$ cat src/rtl/qns_pkg.sv
// ----------------------------------------------------------------------------
// qns_pkg
// Types, register indexes and helper functions shared by the quantizing
// nearest-neighbor scaler.
// ----------------------------------------------------------------------------
package qns_pkg;

  localparam int MAX_WIDTH_DEF  = 256;
  localparam int MAX_HEIGHT_DEF = 256;

  // register file layout
  localparam int CFG_AW = 2;
  localparam int CFG_DW = 12;
  localparam logic [CFG_AW-1:0] REG_DEPTH  = 2'd0;
  localparam logic [CFG_AW-1:0] REG_SCALE  = 2'd1;
  localparam logic [CFG_AW-1:0] REG_WIDTH  = 2'd2;
  localparam logic [CFG_AW-1:0] REG_HEIGHT = 2'd3;

  localparam logic [3:0]  DEPTH_RST  = 4'd8;
  localparam logic [11:0] SCALE_RST  = 12'd256;
  localparam logic [8:0]  WIDTH_RST  = 9'd256;
  localparam logic [8:0]  HEIGHT_RST = 9'd256;

  localparam logic CMD_WRITE = 1'b0;
  localparam logic CMD_READ  = 1'b1;

  // source indexes fit the 9-bit size registers
  localparam int IDX_W = 9;
  // divider numerator: coordinate with eight fraction bits set
  localparam int NUM_W = 12 + 8;
  localparam int DEN_W = 12;

  typedef struct packed {
    logic       cmd;
    logic [11:0] pos_x;
    logic [11:0] pos_y;
    logic [7:0] in_ch0;
    logic [7:0] in_ch1;
    logic [7:0] in_ch2;
  } qns_in_t;

  typedef struct packed {
    logic [7:0] out_ch0;
    logic [7:0] out_ch1;
    logic [7:0] out_ch2;
    logic       status;
  } qns_out_t;

  typedef struct packed {
    logic             done;
    logic             ovf;
    logic [IDX_W-1:0] quo;
  } qns_div_res_t;

  // clamp the depth register to 1..8
  function automatic logic [3:0] eff_depth(input logic [3:0] d);
    logic [3:0] r;
    if (d == 4'd0) begin
      r = 4'd1;
    end else if (d > 4'd8) begin
      r = 4'd8;
    end else begin
      r = d;
    end
    return r;
  endfunction

  // keep the top d bits and scale them back up by the integer step 255 / (2^d - 1)
  function automatic logic [7:0] quant(input logic [7:0] p, input logic [3:0] d);
    logic [7:0]  shifted;
    logic [7:0]  step;
    logic [15:0] prod;
    shifted = p >> (4'd8 - d);
    case (d)
      4'd1:    step = 8'd255;
      4'd2:    step = 8'd85;
      4'd3:    step = 8'd36;
      4'd4:    step = 8'd17;
      4'd5:    step = 8'd8;
      4'd6:    step = 8'd4;
      4'd7:    step = 8'd2;
      default: step = 8'd1;
    endcase
    prod = shifted * step;
    return prod[7:0];
  endfunction

endpackage

$ cat src/rtl/qns_div.sv
// ----------------------------------------------------------------------------
// qns_div
// Restoring divider for the source index, one quotient bit per cycle.
// Quotients of 512 and more are only flagged, since they always clamp.
// ----------------------------------------------------------------------------
module qns_div (
  input  logic                           clk,
  input  logic                           rst,
  input  logic                           start,
  input  logic [qns_pkg::NUM_W-1:0]      num,
  input  logic [qns_pkg::DEN_W-1:0]      den,
  output qns_pkg::qns_div_res_t          res
);

  localparam int IW = qns_pkg::IDX_W;
  localparam int DW = qns_pkg::DEN_W;
  localparam int HW = qns_pkg::NUM_W - IW;

  logic                  busy;
  logic                  done;
  logic                  ovf;
  logic [3:0]            cnt;
  logic [DW-1:0]         rem;
  logic [DW-1:0]         den_r;
  logic [IW-1:0]         qsh;
  logic [HW-1:0]         hi;
  logic                  hi_ovf;
  logic [DW:0]           trial;
  logic                  ge;

  assign hi     = num[qns_pkg::NUM_W-1:IW];
  assign hi_ovf = {{(DW-HW){1'b0}}, hi} >= den;
  assign trial  = {rem, qsh[IW-1]};
  assign ge     = trial >= {1'b0, den_r};

  always_ff @(posedge clk) begin
    if (rst) begin
      busy <= 1'b0;
      done <= 1'b0;
    end else if (start) begin
      busy <= !hi_ovf;
      done <= hi_ovf;
    end else if (busy) begin
      if (cnt == 4'd1) begin
        busy <= 1'b0;
        done <= 1'b1;
      end
    end else begin
      done <= 1'b0;
    end
  end

  always_ff @(posedge clk) begin
    if (start) begin
      ovf   <= hi_ovf;
      den_r <= den;
      rem   <= {{(DW-HW){1'b0}}, hi};
      qsh   <= num[IW-1:0];
      cnt   <= 4'(IW);
    end else if (busy) begin
      rem <= ge ? DW'(trial - {1'b0, den_r}) : trial[DW-1:0];
      qsh <= {qsh[IW-2:0], ge};
      cnt <= cnt - 4'd1;
    end
  end

  assign res.done = done;
  assign res.ovf  = ovf;
  assign res.quo  = qsh;

endmodule

$ cat config.mk
export PLATFORM = sky130hd
export DESIGN_NAME = qns_div
export DESIGN_NICKNAME = d
export VERILOG_FILES = /design/src/rtl/qns_pkg.sv /design/src/rtl/qns_div.sv
export SDC_FILE = /design/constraint.sdc
export NUM_CORES = 1
export LEC_CHECK = 0
export CORE_ASPECT_RATIO = 1.4
export CORE_MARGIN = 2
export CORE_UTILIZATION = 45
export CTS_BUF_LIST = sky130_fd_sc_hd__clkbuf_8
export CTS_CLUSTER_SIZE = 28
export DETAILED_ROUTE_END_ITERATION = 10
export DONT_BUFFER_PORTS = 1
export SYNTH_ARGS = -nofsm -noshare
export SYNTH_HDL_FRONTEND = slang
export SYNTH_SLANG_ARGS = --single-unit
$ cat constraint.sdc
create_clock -name clk -period 3.4 [get_ports clk]
set_input_delay 0.51 -clock clk [delete_from_list [all_inputs] [get_ports clk]]
set_output_delay 0.51 -clock clk [all_outputs]
set_load 0.01 [all_outputs]
==> impl_metrics.tcl, run 1 <==
set metrics [dict create \
    cts_resized 0 \
    cts_buffers 5 \
    place.gp.congestion 0.791 \
    cp.required_ns 3.42 \
    grt_pass1_vias 1792 \
    cp_slowest_cell "a2111oi_0" \
    yosysSeqAreaShare_pct 43.3 \
    fin_tns_setup_ns 0 \
    rrSetupSlack_ns 0.68 \
    timing.rr.start "qsh[8]$_DFFE_PP_" \
    cp-start-kind "flop" \
    cts_num_sinks 40 \
    max_freq_ghz 0.368 \
    fp-row-count 32 \
    cp.arrival_ns 2.74 \
    clock_power_share_pct 18.4 \
    dr.first_iter.drc_count 71 \
    synth_xor_area_share_pct 4.02 \
    initial_utilization_pct 46.9 \
    clk_path_buf_depth 2 \
    wl_per_cell_um 16.0 \
    setup_viol 0 \
    muxShareOfSynthArea_pct 6.32 \
    power_density_nw_per_um2 630 \
    skew_ns 0.0108 \
    power.net_switching_w 0.000613 \
    cts_tree "yes" \
    p_total_w 0.00172 \
    leakage_nw 1.17 \
    crit_path_max_incr_delay_ns 0.50 \
    r2r_end "rem[10]$_DFFE_PP_" \
    cts-hold-fix-buffers 0 \
    pwr-share-seq_pct 40.8 \
    antenna_found_initial 0 \
    hpwlAfterDp_um 3710 \
    fin_crit_ns 2.72 \
    worstMarginPinSlew_ns 0.853 \
    synth-seq-cells 40 \
    finalHoldViolations 0 \
    cts_htree_levels 2 \
    syn-num-nets 303 \
    yosys_warnings 0 \
    cp_max_fo 3 \
    synth_area_sq_um 2610 \
    io_pins 46 \
    routed_wl_um 4970 \
    grt_pass1_wl_um 8380 \
    synth-async-reset-ratio_pct 0 \
    vias_per_cell 5.58 \
    syn-instance-count 242 \
    grt_usage_pct 17.4 \
    critical_path.startpoint "qsh[8]$_DFFE_PP_" \
    min_to "den_r[7]$_DFFE_PP_" \
    drtAntennaViolNets 0 \
    synth_edf_count 33 \
    insertedDiodeCount 0 \
    synthAdderAreaFrac_pct 12.7 \
    dr.pass1.iters 4 \
    die_w_um 68.4 \
    clk_pin_slew_ns 0.09 \
    crit_chain "inv_1, ha_1, inv_1, fa_1, a21o_1, a2111oi_0, o41ai_1, a21oi_1, xor2_1, o31ai_1" \
    status "finished clean" \
    drive_gt1_share_pct 10.7 \
    grt_max_degree 58 \
    design.core.area_sq_um 5570 \
    cp_common_cell "inv_1" \
    worst_setup_path_end_kind "flop" \
    post_cts_buffers 0 \
    path_delay_family "compound AO/OA/AOI/OAI gates" \
    path_class "flop to flop" \
    dp.cells 302 \
    maxCapViolCount 0 \
    finalMaxSlewViolations 0 \
    finalNetCount 302 \
    rsz0062_at_grt "no" \
    num_vias 1731 \
    switching_share_pct 35.7 \
    drc 0 \
    reg2reg_depth 10 \
    synth_top_family_by_area "compound AO/OA/AOI/OAI gates" \
    final_cells 310 \
    n_fill_cell 523 \
    fin_crit_sh_pct 80.0 \
    die_h_um 94.2 \
    power_frac_comb_pct 40.7 \
    synthSimpleGateAreaFrac_pct 10.6 \
    hold_path.class "input port to flop" \
    syn_avg_cell_area_sq_um 10.8 \
    synth_compound_area_share_pct 16.4 \
    grt_overflow_total 0 \
    fp.dieArea_sq_um 6440 \
    clk_latency_ns 0.30 \
    irDropWorstVdd_mv 0.308 \
    maxSlewHeadroom_pct 43.0 \
    clockRootBuffer "clkbuf_8" \
    synth_top_flop_cell "edfxtp_1" \
    area.growth.synth_to_final_pct 4.45 \
    min_delay_path_depth 0 \
    io_buffers 0 \
    critPathBufInv 2 \
    synth.distinct_cells 50 \
    min-delay-start "den[7]" \
    internal_power_w 0.00110 \
]
[area by class of cell]
type	count	area [sq um]	area share [%]
clock inverter	3	20.0	0.734
clock buffer	5	68.8	2.52
multi-input combinational	164	1310	47.9
sequential	40	1130	41.4
inverter	29	109	3.99
tap	68	85.1	3.12
timing repair buffer	1	7.51	0.275
[worst max-delay path by stage]
stage          cells after the start                 to
2_1_floorplan                      9   rem[6]$_DFFE_PP_
3_3_place_gp                       7   rem[6]$_DFFE_PP_
3_5_place_dp                       7   rem[6]$_DFFE_PP_
4_1_cts                            7   rem[6]$_DFFE_PP_
5_1_grt                           10  rem[10]$_DFFE_PP_
6_report                          10  rem[10]$_DFFE_PP_
[layer usage]
layer / vias up / GRT usage, % / wire length (um)
li1: 881 / - / -
met2: 38 / 28.0 / 2510
met3: 6 / 4.08 / 304
met5: - / 0 / 0
met1: 806 / 22.5 / 2090
met4: 0 / 6.17 / 69
[flip-flops by register name, summed over array words and instances (netlist names)]
signal and cells:
rem 12, cnt 4, qsh 9, done 1, busy 1, den_r 12, ovf 1
[logic make-up (layout without fill, tap and decap cells)]
| group | Yosys count | after routing |
|---|---|---|
| xor+xnor | 12 | 12 |
| fa+ha+maj | 26 | 26 |
| compound gates | 58 | 58 |
| buf+inv | 38 | 38 |
| mux | 15 | 15 |
| simple gates | 53 | 53 |
| flops | 40 | 40 |
[layout by cell type, fill, tap and decap left out, types with 5 or more instances in the layout]
master / instances
nor2b_1: 5
a221o_1: 5
mux2_2: 12
ha_1: 25
a21o_1: 6
inv_1: 30
xor2_1: 9
nand2_1: 8
dfxtp_1: 7
a21oi_1: 15
o21ai_0: 8
clkbuf_8: 5
edfxtp_1: 33
nor2_1: 13
nor3_1: 7
nand2b_1: 7
[cells in the mapped netlist (all sizes together), types with 2 or more instances]
cell type | count | area share [%]
nor2 | 14 | 2.1
nand4 | 2 | 0.48
ha | 25 | 12
a221oi | 2 | 0.67
xnor2 | 3 | 1.0
nand2 | 8 | 1.1
a21oi | 15 | 2.9
xor2 | 9 | 3.0
buf | 6 | 2.1
nand3 | 3 | 0.57
clkbuf | 3 | 0.43
mux2 | 12 | 5.2
a21o | 6 | 1.7
dfxtp | 7 | 5.4
mux2i | 3 | 1.1
edfxtp | 33 | 38
a211oi | 3 | 0.86
and3 | 2 | 0.53
o21bai | 2 | 0.57
o41ai | 3 | 1.0
o21ai | 8 | 1.5
nand2b | 7 | 1.7
o211ai | 2 | 0.57
inv | 29 | 4.2
nor2b | 5 | 1.2
o21ba | 2 | 0.77
a221o | 5 | 1.9
nor3 | 7 | 1.3
[per-stage QoR]
stage                     setup slack [ns]  utilization (%)  hold WS (ns)  instance area (sq um)
final                                0.680             49.0         0.303                   2730
after global routing                 0.510             49.0         0.289                   2730
after CTS                            0.692             49.0         0.277                   2730
after detailed placement             0.700             47.4         0.491                   2640
after global placement               0.727             47.4         0.484                   2640
after floorplan                      0.925                -         0.455                   2610
[power by group through the flow]
stage / sequential, W / clock, W / combinational [W]
floorplan: 0.000694 / 0 / 0.000611
global placement: 0.000711 / 0 / 0.000695
detailed placement: 0.000713 / 0 / 0.000698
CTS: 0.000703 / 0.000326 / 0.000705
global route: 0.000714 / 0.000344 / 0.000783
finish: 0.000702 / 0.000317 / 0.000700
No activity file was read; power rests on OpenSTA's default activity.
==> run 2, diff against run 1 <==
clock period = 2.75 ns   (was 3.4 ns; I/O delays follow)
==> impl_metrics.tcl, run 2 (synthesis gave the netlist of run 1 again) <==
set metrics [dict create \
    design.core.area_sq_um 5570 \
    clk_pin_slew_ns 0.08 \
    final_common_cell "edfxtp_1" \
    final_cells 313 \
    io_pins 46 \
    insertedDiodeCount 0 \
    top_regs "den_r x12, rem x12, qsh x9" \
    max_freq_ghz 0.386 \
    cp.arrival_ns 2.64 \
    clockRootBuffer "clkbuf_8" \
    fp-row-count 32 \
    setup_ws_ns 0.159 \
    initial_utilization_pct 46.9 \
    cts_num_sinks 40 \
    dr.pass1.iters 4 \
    place.gp.congestion 0.778 \
    clk_latency_ns 0.29 \
    worst_setup_path_end_kind "flop" \
    cp-start-kind "flop" \
    cp_common_cell "mux2_2" \
    cp_max_fo 6 \
    fin_crit_sh_pct 94.2 \
    clk_path_buf_depth 2 \
    cts-hold-fix-buffers 0 \
    cp_slowest_cell "edfxtp_1" \
    reg2reg_depth 7 \
    drtAntennaViolNets 0 \
    worstMarginPinSlew_ns 0.821 \
    wl_per_cell_um 15.5 \
    grt_pass1_wl_um 8070 \
    grt_max_degree 58 \
    crit_chain "ha_1, a21o_1, o21ba_1, a211o_1, o311ai_4, mux2_2, mux2_2" \
    grt_usage_pct 16.6 \
    fin_tns_setup_ns 0 \
    die_w_um 68.4 \
    num_vias 1741 \
    rrSetupSlack_ns 0.16 \
    fin_area_sq_um 2740 \
    timing.rr.start "rem[3]$_DFFE_PP_" \
    cp.required_ns 2.80 \
    dp.cells 305 \
    finalMaxSlewViolations 0 \
    setup_viol 0 \
    min_to "den_r[1]$_DFFE_PP_" \
    power_density_nw_per_um2 773 \
    status "finished clean" \
    crit_path_max_incr_delay_ns 0.40 \
    fp.dieArea_sq_um 6440 \
    whs_ns 0.215 \
    hpwlAfterDp_um 3620 \
    finalHoldViolations 0 \
    io_buffers 0 \
    path_class "flop to flop" \
    maxSlewHeadroom_pct 45.2 \
    grt_overflow_total 0 \
    min_delay_path_depth 0 \
    cts_tree "yes" \
    antenna_found_initial 0 \
    dr.first_iter.drc_count 45 \
    routed_wl_um 4840 \
    hold_path.class "input port to flop" \
    r2r_end "rem[1]$_DFFE_PP_" \
    cts_buffers 5 \
    cts_htree_levels 2 \
    vias_per_cell 5.56 \
    area.growth.synth_to_final_pct 5.03 \
    grt_pass1_vias 1783 \
    fin_crit_ns 2.59 \
    post_cts_buffers 0 \
    leakage_nw 1.19 \
    n_fill_cell 532 \
    maxCapViolCount 0 \
    irDropWorstVdd_mv 0.371 \
    place_area_sq_um 2660 \
    drc 0 \
    layout_common_cells "33 x edfxtp_1, 31 x inv_1, 25 x ha_1" \
    skew_ns 0.00592 \
    finalNetCount 305 \
    die_h_um 94.2 \
    min-delay-start "den[1]" \
    drive_gt1_share_pct 11.0 \
    place_ws_ns 0.169 \
]
-- run 2: cell types whose count changed in the layout (fill, tap and decap cells not counted), sizes merged --
cell | before | now
buf | 1 | 4
inv | 30 | 31
clkinvlp | 1 | 0
-- run 2: power breakdown --
part	internal, W	switching, W
clock	0.000169	0.000197
combinational	0.000418	0.000472
sequential	0.000792	0.0000726
total	0.00138	0.000742
-- run 2: cell type report --
cell class                      count  area (sq um)  share of cell area [%]
Sequential cell                    40          1130                    41.2
Inverter                           29           109                    3.97
Clock inverter                      3          11.3                   0.410
Clock buffer                        5          68.8                    2.51
Timing Repair Buffer                4          30.0                    1.09
Multi-Input combinational cell    164          1310                    47.7
Tap cell                           68          85.1                    3.10
-- run 2: timing repair --
item                                    4_1_cts  5_1_grt
gates resized for setup                       0        1
hold endpoints to repair                      0        0
endpoints found under the setup margin        0        1
-- run 2: stage by stage --
| step | power, W | utilization, % |
|---|---|---|
| final | 0.00212 | 49.3 |
| after global routing | 0.00229 | 49.3 |
| after CTS | 0.00213 | 49.3 |
| after detailed placement | 0.00176 | 47.8 |
| after global placement | 0.00176 | 47.8 |
| after floorplan | 0.00161 | - |
-- run 2: worst max path at each step --
stage / start / end
after CTS: rem[3]$_DFFE_PP_ / rem[1]$_DFFE_PP_
after floorplan: qsh[8]$_DFFE_PP_ / rem[6]$_DFFE_PP_
after global placement: rem[3]$_DFFE_PP_ / rem[1]$_DFFE_PP_
after detailed placement: rem[3]$_DFFE_PP_ / rem[1]$_DFFE_PP_
after global routing: qsh[8]$_DFFE_PP_ / rem[10]$_DFFE_PP_
final: rem[3]$_DFFE_PP_ / rem[1]$_DFFE_PP_
-- run 2: critical path, delay by kind of cell (launching register included) --
kind / cells / cell delay [ns]
flops: 1 / 0.40
fa+ha+maj: 1 / 0.39
compound gates: 4 / 0.93
mux: 2 / 0.63
-- run 2: layer usage --
| metal | vias up | part of all wire [%] | GRT usage, % |
|---|---|---|---|
| li1 | 889 | - | - |
| met1 | 816 | 43 | 21.0 |
| met2 | 32 | 51 | 27.0 |
| met3 | 4 | 4.7 | 4.20 |
| met4 | 0 | 1.2 | 5.83 |
| met5 | - | 0 | 0 |
==> run 3, diff against run 2 <==
==> constraint.sdc (replaced) <==
create_clock -name clk -period 3.2 [get_ports clk]
set_input_delay 0.16 -clock clk [delete_from_list [all_inputs] [get_ports clk]]
set_output_delay 0.16 -clock clk [all_outputs]
set_load 0.01 [all_outputs]
==> impl_metrics.tcl, run 3 (synthesis gave the netlist of run 1 again) <==
set metrics [dict create \
    status "finished clean" \
    fin_crit_sh_pct 84.9 \
    drtAntennaViolNets 0 \
    hpwlAfterDp_um 3680 \
    worst_setup_path_end_kind "flop" \
    setup_ws_ns 0.483 \
    cts_htree_levels 2 \
    clk_latency_ns 0.29 \
    drc 0 \
    io_pins 46 \
    crit_chain "inv_1, ha_1, inv_1, fa_1, a21o_1, a2111oi_0, o41ai_1, a21oi_1, xor2_1, o31ai_1" \
    layout_common_cells "33 x edfxtp_1, 30 x inv_1, 25 x ha_1" \
    dr.pass1.iters 4 \
    power.net_switching_w 0.000650 \
    clk_path_buf_depth 2 \
    finalMaxSlewViolations 0 \
    power_density_nw_per_um2 662 \
    rsz0062_at_grt "no" \
    initial_utilization_pct 46.9 \
    num_vias 1830 \
    reg2reg_depth 10 \
    insertedDiodeCount 0 \
    clockRootBuffer "clkbuf_8" \
    top_regs "den_r x12, rem x12, qsh x9" \
    cp_slowest_cell "a2111oi_0" \
    switching_share_pct 34.0 \
    cp-start-kind "flop" \
    antenna_found_initial 0 \
    rrSetupSlack_ns 0.48 \
    grt_max_degree 42 \
    place.gp.congestion 0.792 \
    cts_tree "yes" \
    fin_tns_setup_ns 0 \
    internal_power_w 0.00126 \
    worstMarginPinSlew_ns 0.886 \
    path_class "flop to flop" \
    finalHoldViolations 0 \
    power_frac_comb_pct 39.8 \
    maxCapViolCount 0 \
    cts_buffers 5 \
    fp.dieArea_sq_um 6440 \
    fin_crit_ns 2.72 \
    die_h_um 94.2 \
    vias_per_cell 5.65 \
    crit_path_max_incr_delay_ns 0.49 \
    r2r_end "rem[10]$_DFFE_PP_" \
    skew_ns 0.00452 \
    finalNetCount 316 \
    wl_per_cell_um 16.0 \
    cp.depth 10 \
    cts_resized 0 \
    crit_end "rem[10]$_DFFE_PP_" \
    cp_common_cell "inv_1" \
    max_freq_ghz 0.368 \
    pwr-share-seq_pct 39.0 \
    critPathBufInv 2 \
    cp_max_fo 3 \
    setup_viol 0 \
    die_w_um 68.4 \
    leakage_nw 1.24 \
    path_delay_family "compound AO/OA/AOI/OAI gates" \
    dr.first_iter.drc_count 81 \
    irDropWorstVdd_mv 0.422 \
    area.growth.synth_to_final_pct 10.5 \
    critical_path.startpoint "qsh[8]$_DFFE_PP_" \
    io_buffers 0 \
    clk_pin_slew_ns 0.08 \
    n_fill_cell 504 \
    maxSlewHeadroom_pct 40.9 \
    grt_usage_pct 17.7 \
    drive_gt1_share_pct 10.2 \
    grt_pass1_vias 1847 \
    routed_wl_um 5180 \
    grt_pass1_wl_um 8500 \
    clock_power_share_pct 21.1 \
    grt_overflow_total 0 \
    final_common_cell "edfxtp_1" \
    cp.required_ns 3.21 \
    fp-row-count 32 \
    hold_path.class "input port to flop" \
    cts_num_sinks 40 \
    design.core.area_sq_um 5570 \
    place_ws_ns 0.513 \
    cp.arrival_ns 2.73 \
    timing.rr.start "qsh[8]$_DFFE_PP_" \
]
-- run 3: cell types whose count changed in the layout (fill, tap and decap cells not counted) --
cell	previous run	this run
dlygate4sd3_1	0	14
bufinv_16	0	1
buf_4	4	1
inv_1	31	30
clkinv_2	0	1
clkinv_1	1	0
a2111oi_0	0	1
a2111oi_1	1	0
-- run 3: worst min path at each step --
stage               startpoint                  end  slack [ns]  cells past startpoint
floorplan               den[0]   den_r[0]$_DFFE_PP_        0.26                      0
global placement         start  cnt[2]$_SDFFE_PP0P_        0.24                      1
detailed placement       start  cnt[2]$_SDFFE_PP0P_        0.25                      1
CTS                        rst      busy$_SDFF_PP0_        0.02                      1
global route               rst      busy$_SDFF_PP0_        0.03                      1
finish                     rst      busy$_SDFF_PP0_        0.04                      1
-- run 3: per-layer routing --
layer / global-route usage (%) / wire (um) / vias up
met5: 0 / 0 / -
met4: 6.17 / 24 / 0
met3: 3.72 / 202 / 2
met2: 29.1 / 2710 / 36
met1: 22.6 / 2250 / 881
li1: - / - / 911
-- run 3: per-stage QoR --
| step | total power, W | utilization [%] | hold WS [ns] | std cells | area [sq um] |
|---|---|---|---|---|---|
| after detailed placement | 0.00150 | 47.4 | 0.248 | 302 | 2640 |
| after CTS | 0.00193 | 51.9 | 0.0240 | 324 | 2890 |
| after global placement | 0.00149 | 47.4 | 0.244 | 302 | 2640 |
| after global routing | 0.00204 | 51.9 | 0.0261 | 324 | 2890 |
| after floorplan | 0.00139 | - | 0.259 | 242 | 2610 |
| final | 0.00191 | 51.9 | 0.0375 | 324 | 2890 |
-- run 3: what timing repair did --
action / in CTS / in global routing
hold endpoints to repair: 30 / 0
hold buffers: 14 / 0
setup buffers: 0 / 0
-- run 3: cell type report --
class                      instances  area, sq um  area share, %
tap                               68         85.1           2.95
inverter                          29          109           3.77
sequential                        40         1130           39.2
clock inverter                     3         38.8           1.34
timing repair buffer              15          148           5.11
multi-input combinational        164         1310           45.3
clock buffer                       5         68.8           2.38
-- run 3: worst reg2reg max path, cell delays in order, from the launching register on --
cell	delay (ns)
edfxtp_1	0.46
inv_1	0.10
ha_1	0.17
inv_1	0.05
fa_1	0.40
a21o_1	0.23
a2111oi_0	0.50
o41ai_1	0.12
a21oi_1	0.18
xor2_1	0.16
o31ai_1	0.08
-- run 3: power groups by stage --
| stage | registers [W] | clock network, W | logic [W] |
|---|---|---|---|
| finish | 0.000746 | 0.000404 | 0.000762 |
| CTS | 0.000747 | 0.000418 | 0.000765 |
| global placement | 0.000756 | 0 | 0.000739 |
| floorplan | 0.000738 | 0 | 0.000649 |
| global route | 0.000758 | 0.000432 | 0.000848 |
| detailed placement | 0.000758 | 0 | 0.000739 |
